### config.mk
export PLATFORM = sky130hd
export DESIGN_NAME = dshot_frame_pulse_encoder_unit
export DESIGN_NICKNAME = d
export VERILOG_FILES = /design/src/sv/dfpe_pkg.sv /design/src/sv/dshot_frame_pulse_encoder_unit.sv /design/src/sv/dfpe_front.sv /design/src/sv/dfpe_fifo.sv /design/src/sv/dfpe_back.sv
export SDC_FILE = /design/constraint.sdc
export NUM_CORES = 1
export LEC_CHECK = 0
export BUFFER_PORTS_ARGS = -buffer_cell sky130_fd_sc_hd__buf_2
export CAP_MARGIN = 20
export CORE_ASPECT_RATIO = 1.25
export CORE_UTILIZATION = 55
export DETAILED_ROUTE_END_ITERATION = 16
export GPL_ROUTABILITY_DRIVEN = 0
export PLACE_DENSITY = 0.82
export REMOVE_ABC_BUFFERS = 1
export SETUP_SLACK_MARGIN = 0.5
export SYNTH_ARGS = -nofsm -noshare
export SYNTH_HDL_FRONTEND = slang
export SYNTH_SLANG_ARGS = --single-unit
### constraint.sdc
create_clock -name clk_i -period 11.25 [get_ports clk_i]
set_input_delay 2.8125 -clock clk_i [delete_from_list [all_inputs] [get_ports clk_i]]
set_output_delay 2.8125 -clock clk_i [all_outputs]
set_load 0.005 [all_outputs]
### src/sv/dfpe_pkg.sv
// shared types and constants of the frame pulse encoder
package dfpe_pkg;

  // field widths
  localparam int unsigned ThrW   = 11;
  localparam int unsigned ScaleW = 4;
  localparam int unsigned TimeW  = 10;
  localparam int unsigned StickW = 8;
  localparam int unsigned FrameW = 16;
  localparam int unsigned CntW   = 4;
  localparam int unsigned CfgIdxW  = 3;
  localparam int unsigned CfgDataW = 11;

  // queue between front and back
  localparam int unsigned FifoDepthDef = 2;

  // frame values below this carry the marker bit
  localparam logic [11:0] CmdLimit = 12'd48;

  // register reset values
  localparam logic [ThrW-1:0]   MinThrRst   = 11'd63;
  localparam logic [ThrW-1:0]   MaxThrRst   = 11'd500;
  localparam logic [ScaleW-1:0] ScaleRst    = 4'd3;
  localparam logic [TimeW-1:0]  ZeroHighRst = 10'd60;
  localparam logic [TimeW-1:0]  ZeroLowRst  = 10'd86;
  localparam logic [TimeW-1:0]  OneHighRst  = 10'd119;
  localparam logic [TimeW-1:0]  OneLowRst   = 10'd32;

  // configuration register indexes
  typedef enum logic [CfgIdxW-1:0] {
    CfgMinThr   = 3'd0,
    CfgMaxThr   = 3'd1,
    CfgScale    = 3'd2,
    CfgZeroHigh = 3'd3,
    CfgZeroLow  = 3'd4,
    CfgOneHigh  = 3'd5,
    CfgOneLow   = 3'd6
  } cfg_idx_e;

  // one encoded frame waiting in the queue
  typedef struct packed {
    logic [ThrW-1:0]   throttle;
    logic [FrameW-1:0] frame;
  } entry_t;

  // symbol durations handed to the back end
  typedef struct packed {
    logic [TimeW-1:0] zero_high;
    logic [TimeW-1:0] zero_low;
    logic [TimeW-1:0] one_high;
    logic [TimeW-1:0] one_low;
  } timing_t;

endpackage

### src/sv/dshot_frame_pulse_encoder_unit.sv
// top level of the frame pulse encoder
//
// Input channel (push / full): one frame request per item, with an
// optional new signed stick byte. The front end updates the held magnitude,
// works out the clamped throttle and the 16-bit frame in the cycle of the
// push, and writes it into a two-entry queue.
// Result channel (empty / pop): sixteen symbol items per request, frame
// MSB first, each with throttle, bit, high and low durations; last_symbol_o
// marks the sixteenth. The first symbol shows once the queue has passed the
// frame on to the back-end shift register. Throughput: one symbol per cycle
// while pop is held and empty is low, set by the back-end serialiser; the
// queue takes further requests while a frame is still going out.
// A stalled receiver holds the current symbol; requests keep being taken
// until the queue is full, then full rises.
// Configuration (cfg_valid_i / cfg_ready_o) is always ready; the user must write
// it only while the block is idle, which the block does not enforce. Reset loads
// the default durations and limits and clears the held magnitude and the queue.
module dshot_frame_pulse_encoder_unit #(
  parameter int unsigned FifoDepth = dfpe_pkg::FifoDepthDef
) (
  input  logic                               clk_i,
  input  logic                               rst_ni,
  input  logic                               cfg_valid_i,
  output logic                               cfg_ready_o,
  input  logic [dfpe_pkg::CfgIdxW-1:0]       cfg_index_i,
  input  logic [dfpe_pkg::CfgDataW-1:0]      cfg_data_i,
  input  logic                               push,
  output logic                               full,
  input  logic                               sample_valid_i,
  input  logic signed [dfpe_pkg::StickW-1:0] stick_value_i,
  output logic                               empty,
  input  logic                               pop,
  output logic [dfpe_pkg::ThrW-1:0]          throttle_value_o,
  output logic                               symbol_bit_o,
  output logic [dfpe_pkg::TimeW-1:0]         high_time_o,
  output logic [dfpe_pkg::TimeW-1:0]         low_time_o,
  output logic                               last_symbol_o
);

  dfpe_pkg::entry_t  enc_entry, q_entry;
  dfpe_pkg::timing_t timing;
  logic              accept, q_valid, q_pop;

  assign cfg_ready_o = 1'b1;
  assign accept      = push && !full;

  // front end
  dfpe_front u_front (
    .clk_i          (clk_i),
    .rst_ni         (rst_ni),
    .cfg_valid_i    (cfg_valid_i),
    .cfg_index_i    (cfg_index_i),
    .cfg_data_i     (cfg_data_i),
    .accept_i       (accept),
    .sample_valid_i (sample_valid_i),
    .stick_value_i  (stick_value_i),
    .entry_o        (enc_entry),
    .timing_o       (timing)
  );

  // frame queue
  dfpe_fifo #(
    .Depth (FifoDepth)
  ) u_fifo (
    .clk_i      (clk_i),
    .rst_ni     (rst_ni),
    .wr_en_i    (accept),
    .wr_data_i  (enc_entry),
    .full_o     (full),
    .rd_valid_o (q_valid),
    .rd_en_i    (q_pop),
    .rd_data_o  (q_entry)
  );

  // back end
  dfpe_back u_back (
    .clk_i            (clk_i),
    .rst_ni           (rst_ni),
    .q_valid_i        (q_valid),
    .q_data_i         (q_entry),
    .q_pop_o          (q_pop),
    .timing_i         (timing),
    .pop_i            (pop),
    .empty_o          (empty),
    .throttle_value_o (throttle_value_o),
    .symbol_bit_o     (symbol_bit_o),
    .high_time_o      (high_time_o),
    .low_time_o       (low_time_o),
    .last_symbol_o    (last_symbol_o)
  );

endmodule

### src/sv/dfpe_front.sv
// front end: configuration registers, stick magnitude store and frame encoding
module dfpe_front (
  input  logic                               clk_i,
  input  logic                               rst_ni,
  input  logic                               cfg_valid_i,
  input  logic [dfpe_pkg::CfgIdxW-1:0]       cfg_index_i,
  input  logic [dfpe_pkg::CfgDataW-1:0]      cfg_data_i,
  input  logic                               accept_i,
  input  logic                               sample_valid_i,
  input  logic signed [dfpe_pkg::StickW-1:0] stick_value_i,
  output dfpe_pkg::entry_t                   entry_o,
  output dfpe_pkg::timing_t                  timing_o
);

  logic [dfpe_pkg::ThrW-1:0]   min_thr_q, max_thr_q;
  logic [dfpe_pkg::ScaleW-1:0] scale_q;
  dfpe_pkg::timing_t           timing_q;
  logic [dfpe_pkg::StickW-1:0] mag_q, mag_d, new_mag;
  logic signed [8:0]           mag_s;
  logic signed [13:0]          prod, sum;
  logic [12:0]                 t_lo;
  logic [dfpe_pkg::ThrW-1:0]   thr;
  logic [11:0]                 v;
  logic [3:0]                  cs;

  // configuration writes
  always_ff @(posedge clk_i or negedge rst_ni) begin
    if (!rst_ni) begin
      min_thr_q          <= dfpe_pkg::MinThrRst;
      max_thr_q          <= dfpe_pkg::MaxThrRst;
      scale_q            <= dfpe_pkg::ScaleRst;
      timing_q.zero_high <= dfpe_pkg::ZeroHighRst;
      timing_q.zero_low  <= dfpe_pkg::ZeroLowRst;
      timing_q.one_high  <= dfpe_pkg::OneHighRst;
      timing_q.one_low   <= dfpe_pkg::OneLowRst;
    end else if (cfg_valid_i) begin
      case (dfpe_pkg::cfg_idx_e'(cfg_index_i))
        dfpe_pkg::CfgMinThr:   min_thr_q          <= cfg_data_i;
        dfpe_pkg::CfgMaxThr:   max_thr_q          <= cfg_data_i;
        dfpe_pkg::CfgScale:    scale_q            <= cfg_data_i[dfpe_pkg::ScaleW-1:0];
        dfpe_pkg::CfgZeroHigh: timing_q.zero_high <= cfg_data_i[dfpe_pkg::TimeW-1:0];
        dfpe_pkg::CfgZeroLow:  timing_q.zero_low  <= cfg_data_i[dfpe_pkg::TimeW-1:0];
        dfpe_pkg::CfgOneHigh:  timing_q.one_high  <= cfg_data_i[dfpe_pkg::TimeW-1:0];
        dfpe_pkg::CfgOneLow:   timing_q.one_low   <= cfg_data_i[dfpe_pkg::TimeW-1:0];
        default: ;
      endcase
    end
  end

  assign timing_o = timing_q;

  // magnitude of the stick byte, 128 wraps to -128 in the store
  assign new_mag = stick_value_i[dfpe_pkg::StickW-1] ? 8'(-stick_value_i)
                                                     : 8'(stick_value_i);
  assign mag_d   = sample_valid_i ? new_mag : mag_q;

  always_ff @(posedge clk_i or negedge rst_ni) begin
    if (!rst_ni) begin
      mag_q <= '0;
    end else if (accept_i) begin
      mag_q <= mag_d;
    end
  end

  // throttle: signed magnitude times scale plus minimum, then clamps
  always_comb begin
    mag_s = $signed({mag_d[7], mag_d});
    prod  = $signed({{5{mag_s[8]}}, mag_s}) * $signed({10'b0, scale_q});
    sum   = prod + $signed({3'b0, min_thr_q});
    t_lo  = (sum[12:0] < {2'b0, min_thr_q}) ? {2'b0, min_thr_q} : sum[12:0];
    if (sum[13]) begin
      // negative sum wraps above every maximum
      thr = max_thr_q;
    end else if (t_lo > {2'b0, max_thr_q}) begin
      thr = max_thr_q;
    end else begin
      thr = t_lo[dfpe_pkg::ThrW-1:0];
    end
  end

  // frame word with marker bit and nibble checksum
  always_comb begin
    v = {thr, 1'b0};
    if (v < dfpe_pkg::CmdLimit) begin
      v[0] = 1'b1;
    end
    cs = v[3:0] ^ v[7:4] ^ v[11:8];
    entry_o.throttle = thr;
    entry_o.frame    = {v, cs};
  end

endmodule

### src/sv/dfpe_fifo.sv
// short queue of encoded frames between front and back
module dfpe_fifo #(
  parameter int unsigned Depth = dfpe_pkg::FifoDepthDef
) (
  input  logic             clk_i,
  input  logic             rst_ni,
  input  logic             wr_en_i,
  input  dfpe_pkg::entry_t wr_data_i,
  output logic             full_o,
  output logic             rd_valid_o,
  input  logic             rd_en_i,
  output dfpe_pkg::entry_t rd_data_o
);

  localparam int unsigned PtrW = (Depth > 1) ? $clog2(Depth) : 1;
  localparam int unsigned CntW = $clog2(Depth + 1);

  dfpe_pkg::entry_t  mem_q [Depth];
  logic [PtrW-1:0]   wr_ptr_q, rd_ptr_q;
  logic [CntW-1:0]   cnt_q;
  logic              do_wr, do_rd;

  assign full_o     = (cnt_q == CntW'(Depth));
  assign rd_valid_o = (cnt_q != '0);
  assign do_wr      = wr_en_i && !full_o;
  assign do_rd      = rd_en_i && rd_valid_o;
  assign rd_data_o  = mem_q[rd_ptr_q];

  // storage
  always_ff @(posedge clk_i) begin
    if (do_wr) begin
      mem_q[wr_ptr_q] <= wr_data_i;
    end
  end

  // pointers and fill count
  always_ff @(posedge clk_i or negedge rst_ni) begin
    if (!rst_ni) begin
      wr_ptr_q <= '0;
      rd_ptr_q <= '0;
      cnt_q    <= '0;
    end else begin
      if (do_wr) begin
        wr_ptr_q <= (wr_ptr_q == PtrW'(Depth - 1)) ? '0 : wr_ptr_q + 1'b1;
      end
      if (do_rd) begin
        rd_ptr_q <= (rd_ptr_q == PtrW'(Depth - 1)) ? '0 : rd_ptr_q + 1'b1;
      end
      if (do_wr && !do_rd) begin
        cnt_q <= cnt_q + 1'b1;
      end else if (do_rd && !do_wr) begin
        cnt_q <= cnt_q - 1'b1;
      end
    end
  end

endmodule

### src/sv/dfpe_back.sv
// back end: serialises one frame into sixteen symbol items
module dfpe_back (
  input  logic                          clk_i,
  input  logic                          rst_ni,
  input  logic                          q_valid_i,
  input  dfpe_pkg::entry_t              q_data_i,
  output logic                          q_pop_o,
  input  dfpe_pkg::timing_t             timing_i,
  input  logic                          pop_i,
  output logic                          empty_o,
  output logic [dfpe_pkg::ThrW-1:0]     throttle_value_o,
  output logic                          symbol_bit_o,
  output logic [dfpe_pkg::TimeW-1:0]    high_time_o,
  output logic [dfpe_pkg::TimeW-1:0]    low_time_o,
  output logic                          last_symbol_o
);

  logic                          busy_q;
  logic [dfpe_pkg::CntW-1:0]     cnt_q;
  logic [dfpe_pkg::FrameW-1:0]   frame_q;
  logic [dfpe_pkg::ThrW-1:0]     thr_q;
  logic                          taken, last, load;

  assign taken = pop_i && busy_q;
  assign last  = (cnt_q == {dfpe_pkg::CntW{1'b1}});
  assign load  = q_valid_i && (!busy_q || (taken && last));
  assign q_pop_o = load;

  // symbol counter and frame shifter
  always_ff @(posedge clk_i or negedge rst_ni) begin
    if (!rst_ni) begin
      busy_q <= 1'b0;
      cnt_q  <= '0;
    end else if (load) begin
      busy_q <= 1'b1;
      cnt_q  <= '0;
    end else if (taken) begin
      cnt_q <= cnt_q + 1'b1;
      if (last) begin
        busy_q <= 1'b0;
      end
    end
  end

  always_ff @(posedge clk_i) begin
    if (load) begin
      frame_q <= q_data_i.frame;
      thr_q   <= q_data_i.throttle;
    end else if (taken) begin
      frame_q <= {frame_q[dfpe_pkg::FrameW-2:0], 1'b0};
    end
  end

  // result fields of the current symbol
  assign empty_o          = !busy_q;
  assign throttle_value_o = thr_q;
  assign symbol_bit_o     = frame_q[dfpe_pkg::FrameW-1];
  assign high_time_o      = symbol_bit_o ? timing_i.one_high : timing_i.zero_high;
  assign low_time_o       = symbol_bit_o ? timing_i.one_low : timing_i.zero_low;
  assign last_symbol_o    = last;

endmodule

==> results.py, run 1 <==
metrics = {
    "run_status": {
        "outcome": "complete, no violations",
    },
    "setup_path": {
        "crit_arrival_ns": 10.75,
        "required_ns": 11.50,
        "start_kind": "primary input",
        "r2r-end": "u_fifo.mem_q[1][4]$_DFFE_PP_",
        "crit_path_start": "stick_value_i[1]",
        "r2r_setup_slack_ns": 3.30,
        "r2r-start": "u_front.mag_q[0]$_DFFE_PN0P_",
        "worstSetupEndpointType": "flip-flop",
        "crit_slowest_cell": "fa_1",
        "crit_top_cell": "ha_1",
        "cp_max_fo": 13,
        "reg2reg_depth": 32,
        "max_stage_delay_ns": 0.53,
        "critPathKind": "in -> reg",
        "endpoint": "u_fifo.mem_q[1][4]$_DFFE_PP_",
    },
    "timing": {
        "grt_setup_unrepaired": "no",
        "clock.fmax_ghz": 0.0952,
        "fin_worst_skew_ns": 0.00905,
        "finalMaxSlewViolations": 0,
        "min_period_ns": 10.50,
        "tightest_slew_ns": 1.03,
        "finalSetupViolCount": 0,
        "hold_violations": 0,
        "timing.slew.headroom": 0.315,
        "setup_tns_ns": 0,
        "period_share": 0.934,
    },
    "clocking": {
        "cts-root-buf": "clkbuf_16",
        "cts_sinks": 142,
        "htreeDepth": 4,
        "clkLatencyLatePin_ns": 0.43,
        "hold_buffers": 0,
        "cts_tree": "done",
        "clk_pin_slew_ns": 0.06,
        "cts_buffer_depth": 2,
        "cts_buffers": 17,
    },
    "drt": {
        "postRouteAntennaNets": 0,
        "drt_iter0_drc": 506,
        "vias_per_cell": 5.68,
        "dr_total_vias": 6257,
        "drc_errors": 0,
        "dr.pass1.iters": 5,
        "wl_um": 18800,
        "wl_per_cell_um": 17.0,
    },
    "finish": {
        "antenna_cells": 0,
        "drive_gt1_frac": 0.301,
        "fin_area_um2": 10200,
        "seq_area_um2": 3880,
        "syn2layout_area_growth_pct": 15.8,
        "n_fill_cell": 1236,
        "multi_input_area_um2": 4670,
        "layout.nets": 981,
    },
    "global_routing": {
        "grt_max_degree": 68,
        "globalRoute.totalOverflow": 0,
        "grt_pass1_wl_um": 29800,
        "antenna_found_initial": 0,
        "grt_usage": 0.238,
        "grt_pass1_vias": 6080,
    },
    "yosys": {
        "synth_edf_count": 59,
        "netlist_instances": 796,
        "ys_warn_count": 0,
        "synth-seq-area-share": 0.443,
        "synth_area_per_cell_um2": 11.0,
        "syn_area_um2": 8780,
        "postSynth.asyncResetShare": 0.585,
        "synth_ff_type": "edfxtp_1",
        "ys_ff_latch": 142,
        "synth.distinct_cells": 65,
    },
    "placement": {
        "place_area_um2": 9360,
        "io_buffers": 62,
        "hpwl_um": 13200,
    },
    "min_path": {
        "holdCritStartpoint": "u_front.mag_q[6]$_DFFE_PN0P_",
        "hp-class": "reg -> reg",
    },
    "floorplanning": {
        "fp-row-count": 51,
        "dieWidth_um": 115,
        "core-area_um2": 15600,
        "die_h_um": 143,
        "io_pins": 64,
        "start_util": 0.564,
        "fp.dieArea_um2": 16500,
    },
    "job": {
        "maxCapViolations": 0,
    },
}
-- worst max-delay path: cells and delay by family --
| kind | cells | cell delay (ns) |
|---|---|---|
| compound gates | 12 | 2.17 |
| xor+xnor | 2 | 0.45 |
| fa+ha+maj | 7 | 2.64 |
| buf+inv | 5 | 0.49 |
| simple gates | 10 | 2.17 |
-- worst min-delay path by stage --
stage | end | slack (ns) | cells after the start
after global placement | u_front.mag_q[7]$_DFFE_PN0P_ | 0.46 | 2
after floorplan | u_front.mag_q[7]$_DFFE_PN0P_ | 0.44 | 2
after CTS | u_front.mag_q[6]$_DFFE_PN0P_ | 0.48 | 2
after detailed placement | u_front.mag_q[6]$_DFFE_PN0P_ | 0.47 | 2
after global routing | u_back.busy_q$_DFFE_PN0P_ | 0.50 | 2
final | u_front.mag_q[6]$_DFFE_PN0P_ | 0.48 | 2
-- cell type report --
| class | count | share of cell area |
|---|---|---|
| multi-input combinational | 566 | 0.459 |
| sequential | 142 | 0.382 |
| timing repair buffer | 85 | 0.0515 |
| clock buffer | 17 | 0.0419 |
| tap | 212 | 0.0261 |
| inverter | 64 | 0.0236 |
| clock inverter | 15 | 0.0153 |
-- synth_stat cells, types with 4 or more instances --
master    count  share of area
inv_1        64          0.027
o21a_1        7         0.0060
a211oi_1      6         0.0051
o21ai_0      57          0.033
and2_1        6         0.0043
o31a_1        5         0.0050
o21bai_1      4         0.0034
ha_1         59          0.084
nor3_1        6         0.0034
dfrtp_1      54           0.15
a21oi_1      33          0.019
nand3_1       4         0.0023
edfxtp_1     59           0.20
xnor2_1      16          0.016
nand2b_1      5         0.0036
fa_1         18          0.041
a21o_1        8         0.0068
nand4_1       4         0.0029
mux2i_1      19          0.022
or3_1         4         0.0029
nor2_1       35          0.015
clkbuf_1     18         0.0077
nand2_1      91          0.039
dfstp_2      29          0.087
mux2_2       84           0.11
nor2b_1      25          0.018
xor2_1       22          0.022
-- cells by family after synthesis --
family	synth area share
AOI/OAI and AO/OA	0.106
xor gates and xnor gates	0.0448
adders and majority gates	0.125
buffers and inverters	0.0395
DFF	0.443
muxes	0.133
other	0.000427
and+or+nand+nor	0.109
-- cells in the final DEF, fill, tap and decap left out, types with 3 or more instances in the layout --
cell type and count:
a21oi_1 28, o21a_1 7, o21ai_1 5, mux2_2 84, nor3_1 5, buf_4 18, nand3_1 4, a21oi_2 6
edfxtp_1 59, clkbuf_16 17, a211oi_1 4, or3_1 4, clkinv_4 4, fa_1 18, buf_6 3, xor2_2 3
ha_1 59, inv_1 64, xor2_1 20, nand4_1 4, dfstp_2 29, buf_2 61, a21o_1 8, nand2_1 91
nand4b_1 3, xnor2_1 16, inv_6 4, and2_1 6, nor2_1 33, o31a_1 5, o21ai_2 3, nor2b_1 25
o21bai_1 4, mux2i_2 3, dfrtp_1 54, o21ai_0 52, o211ai_1 3, nand2b_1 5, mux2i_1 16
-- registers in the layout (all words and copies together) (netlist names) --
register                 flops
u_front.scale_q              4
u_fifo.mem_q                32
u_back.frame_q              16
u_back.busy_q                1
u_fifo.rd_ptr_q              1
u_front.mag_q                8
u_front.timing_o            40
u_front.max_thr_q           11
u_fifo.wr_ptr_q              1
u_front.min_thr_q           11
u_back.throttle_value_o     11
u_fifo.cnt_q                 2
u_back.cnt_q                 4
-- per-stage QoR --
stage | utilization | std cells | setup slack (ns) | hold slack (ns)
after global routing | 0.653 | 1101 | 0.363 | 0.502
after floorplan | - | 772 | 0.394 | 0.442
after global placement | 0.601 | 1057 | 0.281 | 0.455
after CTS | 0.638 | 1089 | 0.571 | 0.484
after detailed placement | 0.601 | 1057 | 0.0211 | 0.471
final | 0.653 | 1101 | 0.747 | 0.477
-- layer usage --
| layer | vias to the layer above | GRT usage | wire length, um | share of wire |
|---|---|---|---|---|
| li1 | 2952 | - | - | - |
| met1 | 3064 | 0.290 | 8040 | 0.43 |
| met2 | 190 | 0.397 | 9340 | 0.50 |
| met3 | 51 | 0.0446 | 730 | 0.039 |
| met4 | 0 | 0.126 | 661 | 0.035 |
| met5 | - | 0 | 0 | 0 |
-- what timing repair did --
action                     4_1_cts  5_1_grt
setup buffers                    0        9
resized for setup                1       25
pin swaps                        0       14
setup endpoints to repair        6       32
Power of run 1 is left out: the tool's default activity adds up to more than one toggle a clock period on the data nets, which glitch-free logic cannot reach.
==> run 2: changes to the inputs <==
CORE_UTILIZATION = 50   (was 55)
PLACE_DENSITY = 0.76   (was 0.82)
==> run 2 against run 1 <==
Effect of this change:
- setup slack got worse by 0.0026 ns
- flip-flop and latch count stayed put
- register-to-register slack lost 0.03 ns
- critical path depth fell by 2
- cell count increased by 0.64%
- first-iteration DRC count is 25% lower
- global-route usage is 2.8 points lower
- hold slack better by 0.0047 ns
- fmax about the same
- largest cell class unchanged
==> results.py, run 2 (synthesized netlist as in run 1, its figures left out) <==
metrics = {
    "floorplanning": {
        "io_pins": 64,
        "fp.dieArea_um2": 18100,
        "core-area_um2": 17000,
        "dieWidth_um": 121,
        "die_h_um": 150,
        "fp-row-count": 53,
        "start_util": 0.517,
    },
    "global_routing": {
        "grt_usage": 0.210,
        "grt_pass1_wl_um": 29400,
        "grt_pass1_vias": 6009,
        "met2_usage": 0.341,
        "globalRoute.totalOverflow": 0,
        "grt_max_degree": 76,
        "antenna_found_initial": 0,
        "gr-usage-met1": 0.269,
        "grt.met3_usage": 0.0390,
        "top_usage_layer": "met2",
    },
    "drt": {
        "vias_per_cell": 5.56,
        "drt_iter0_drc": 381,
        "wl_um": 18100,
        "drc_errors": 0,
        "dr.pass1.iters": 5,
        "postRouteAntennaNets": 0,
        "wl_per_cell_um": 16.4,
        "dr_total_vias": 6159,
    },
    "clocking": {
        "clkLatencyLatePin_ns": 0.42,
        "cts-root-buf": "clkbuf_16",
        "cts_buffers": 17,
        "cts_sinks": 142,
        "cts_buffer_depth": 2,
        "hold_buffers": 0,
        "htreeDepth": 4,
        "cts_tree": "done",
        "clk_pin_slew_ns": 0.06,
    },
    "timing": {
        "finalSetupViolCount": 0,
        "fin_worst_skew_ns": 0.0189,
        "grt_setup_unrepaired": "yes",
        "tightest_slew_ns": 1.08,
        "setup_tns_ns": 0,
        "period_share": 0.934,
        "clock.fmax_ghz": 0.0952,
        "finalMaxSlewViolations": 0,
        "hold_violations": 0,
        "min_period_ns": 10.51,
        "timing.slew.headroom": 0.278,
    },
    "setup_path": {
        "max_stage_delay_ns": 0.53,
        "cp.buffers_inverters": 3,
        "start_kind": "primary input",
        "crit_top_cell": "ha_1",
        "required_ns": 11.47,
        "critPathKind": "in -> reg",
        "r2r-start": "u_front.mag_q[0]$_DFFE_PN0P_",
        "crit_arrival_ns": 10.73,
        "crit_slowest_cell": "fa_1",
        "path_delay_family": "adder cells",
        "cp_max_fo": 6,
        "crit_path_start": "stick_value_i[1]",
        "worstSetupEndpointType": "flip-flop",
    },
    "finish": {
        "mostFrequentLayoutCells": "90 x nand2_1, 84 x mux2_2, 64 x inv_1, 61 x buf_2, 59 x edfxtp_1",
        "drive_gt1_frac": 0.300,
        "largest_reg_flops": 40,
        "final_cells": 1108,
        "syn2layout_area_growth_pct": 15.8,
        "final_common_cell": "nand2_1",
        "antenna_cells": 0,
        "layout.nets": 980,
    },
    "run_status": {
        "outcome": "complete, no violations",
    },
    "placement": {
        "dpl.cell_count": 1067,
        "io_buffers": 62,
        "hpwl_um": 13300,
    },
    "min_path": {
        "holdCritStartpoint": "u_front.mag_q[6]$_DFFE_PN0P_",
        "hp-class": "reg -> reg",
    },
    "job": {
        "maxCapViolations": 0,
    },
}
run 2: cell types whose count changed in the layout (fill, tap and decap cells not counted), moves of 2 or more:
| cell | before | now |
|---|---|---|
| clkinv_2 | 2 | 0 |
| o21ai_0 | 52 | 54 |
| clkinv_4 | 4 | 2 |
| a211oi_2 | 2 | 4 |
| nor2_2 | 2 | 0 |
| o21ai_1 | 5 | 3 |
| nor2_1 | 33 | 35 |
| ha_1 | 59 | 57 |
| ha_4 | 0 | 2 |
run 2: final cells by class:
type                       count  area [um^2]
sequential                   142         3880
fill                        1450         6820
inverter                      64          240
multi-input combinational    566         4680
timing repair buffer          84          497
tap                          220          275
clock buffer                  18          429
clock inverter                14          153
run 2: metal layers:
| metal | share of wire | up-vias |
|---|---|---|
| met5 | 0 | - |
| met4 | 0.037 | 0 |
| met3 | 0.041 | 51 |
| met2 | 0.49 | 178 |
| met1 | 0.43 | 2988 |
| li1 | - | 2942 |
run 2: path summary, 6_finish.rpt:
kind	to	slack [ns]	cells past startpoint
max	u_fifo.mem_q[0][4]$_DFFE_PP_	0.74	34
min	u_front.mag_q[6]$_DFFE_PN0P_	0.48	2
max reg2reg	u_fifo.mem_q[0][4]$_DFFE_PP_	3.27	32
min reg2reg	u_front.mag_q[6]$_DFFE_PN0P_	0.48	2
max in group asynchronous	u_front.max_thr_q[10]$_DFFE_PN0P_	7.91	2
min in group asynchronous	u_front.mag_q[4]$_DFFE_PN0P_	2.20	1
run 2: repair_timing:
item                                    CTS  global route
gates resized for setup                   0            23
endpoints found under the setup margin    0            32
hold endpoints to repair                  0             0
buffers inserted                          0             6
run 2: stage by stage:
step                cell area [um^2]  utilization  hold slack (ns)  setup WS [ns]
global route                   10200        0.598            0.509          0.349
floorplan                       8670            -            0.442          0.394
detailed placement              9380        0.553            0.472          0.137
finish                         10200        0.598            0.482          0.745
CTS                             9960        0.587            0.486          0.554
global placement                9380        0.553            0.457          0.316
run 2: worst min-delay path, stage by stage (launching register included):
cell and delay (ns):
dfrtp_1 0.34, nand2_1 0.04, o21ai_0 0.06
Power of run 2 is left out for the same reason.
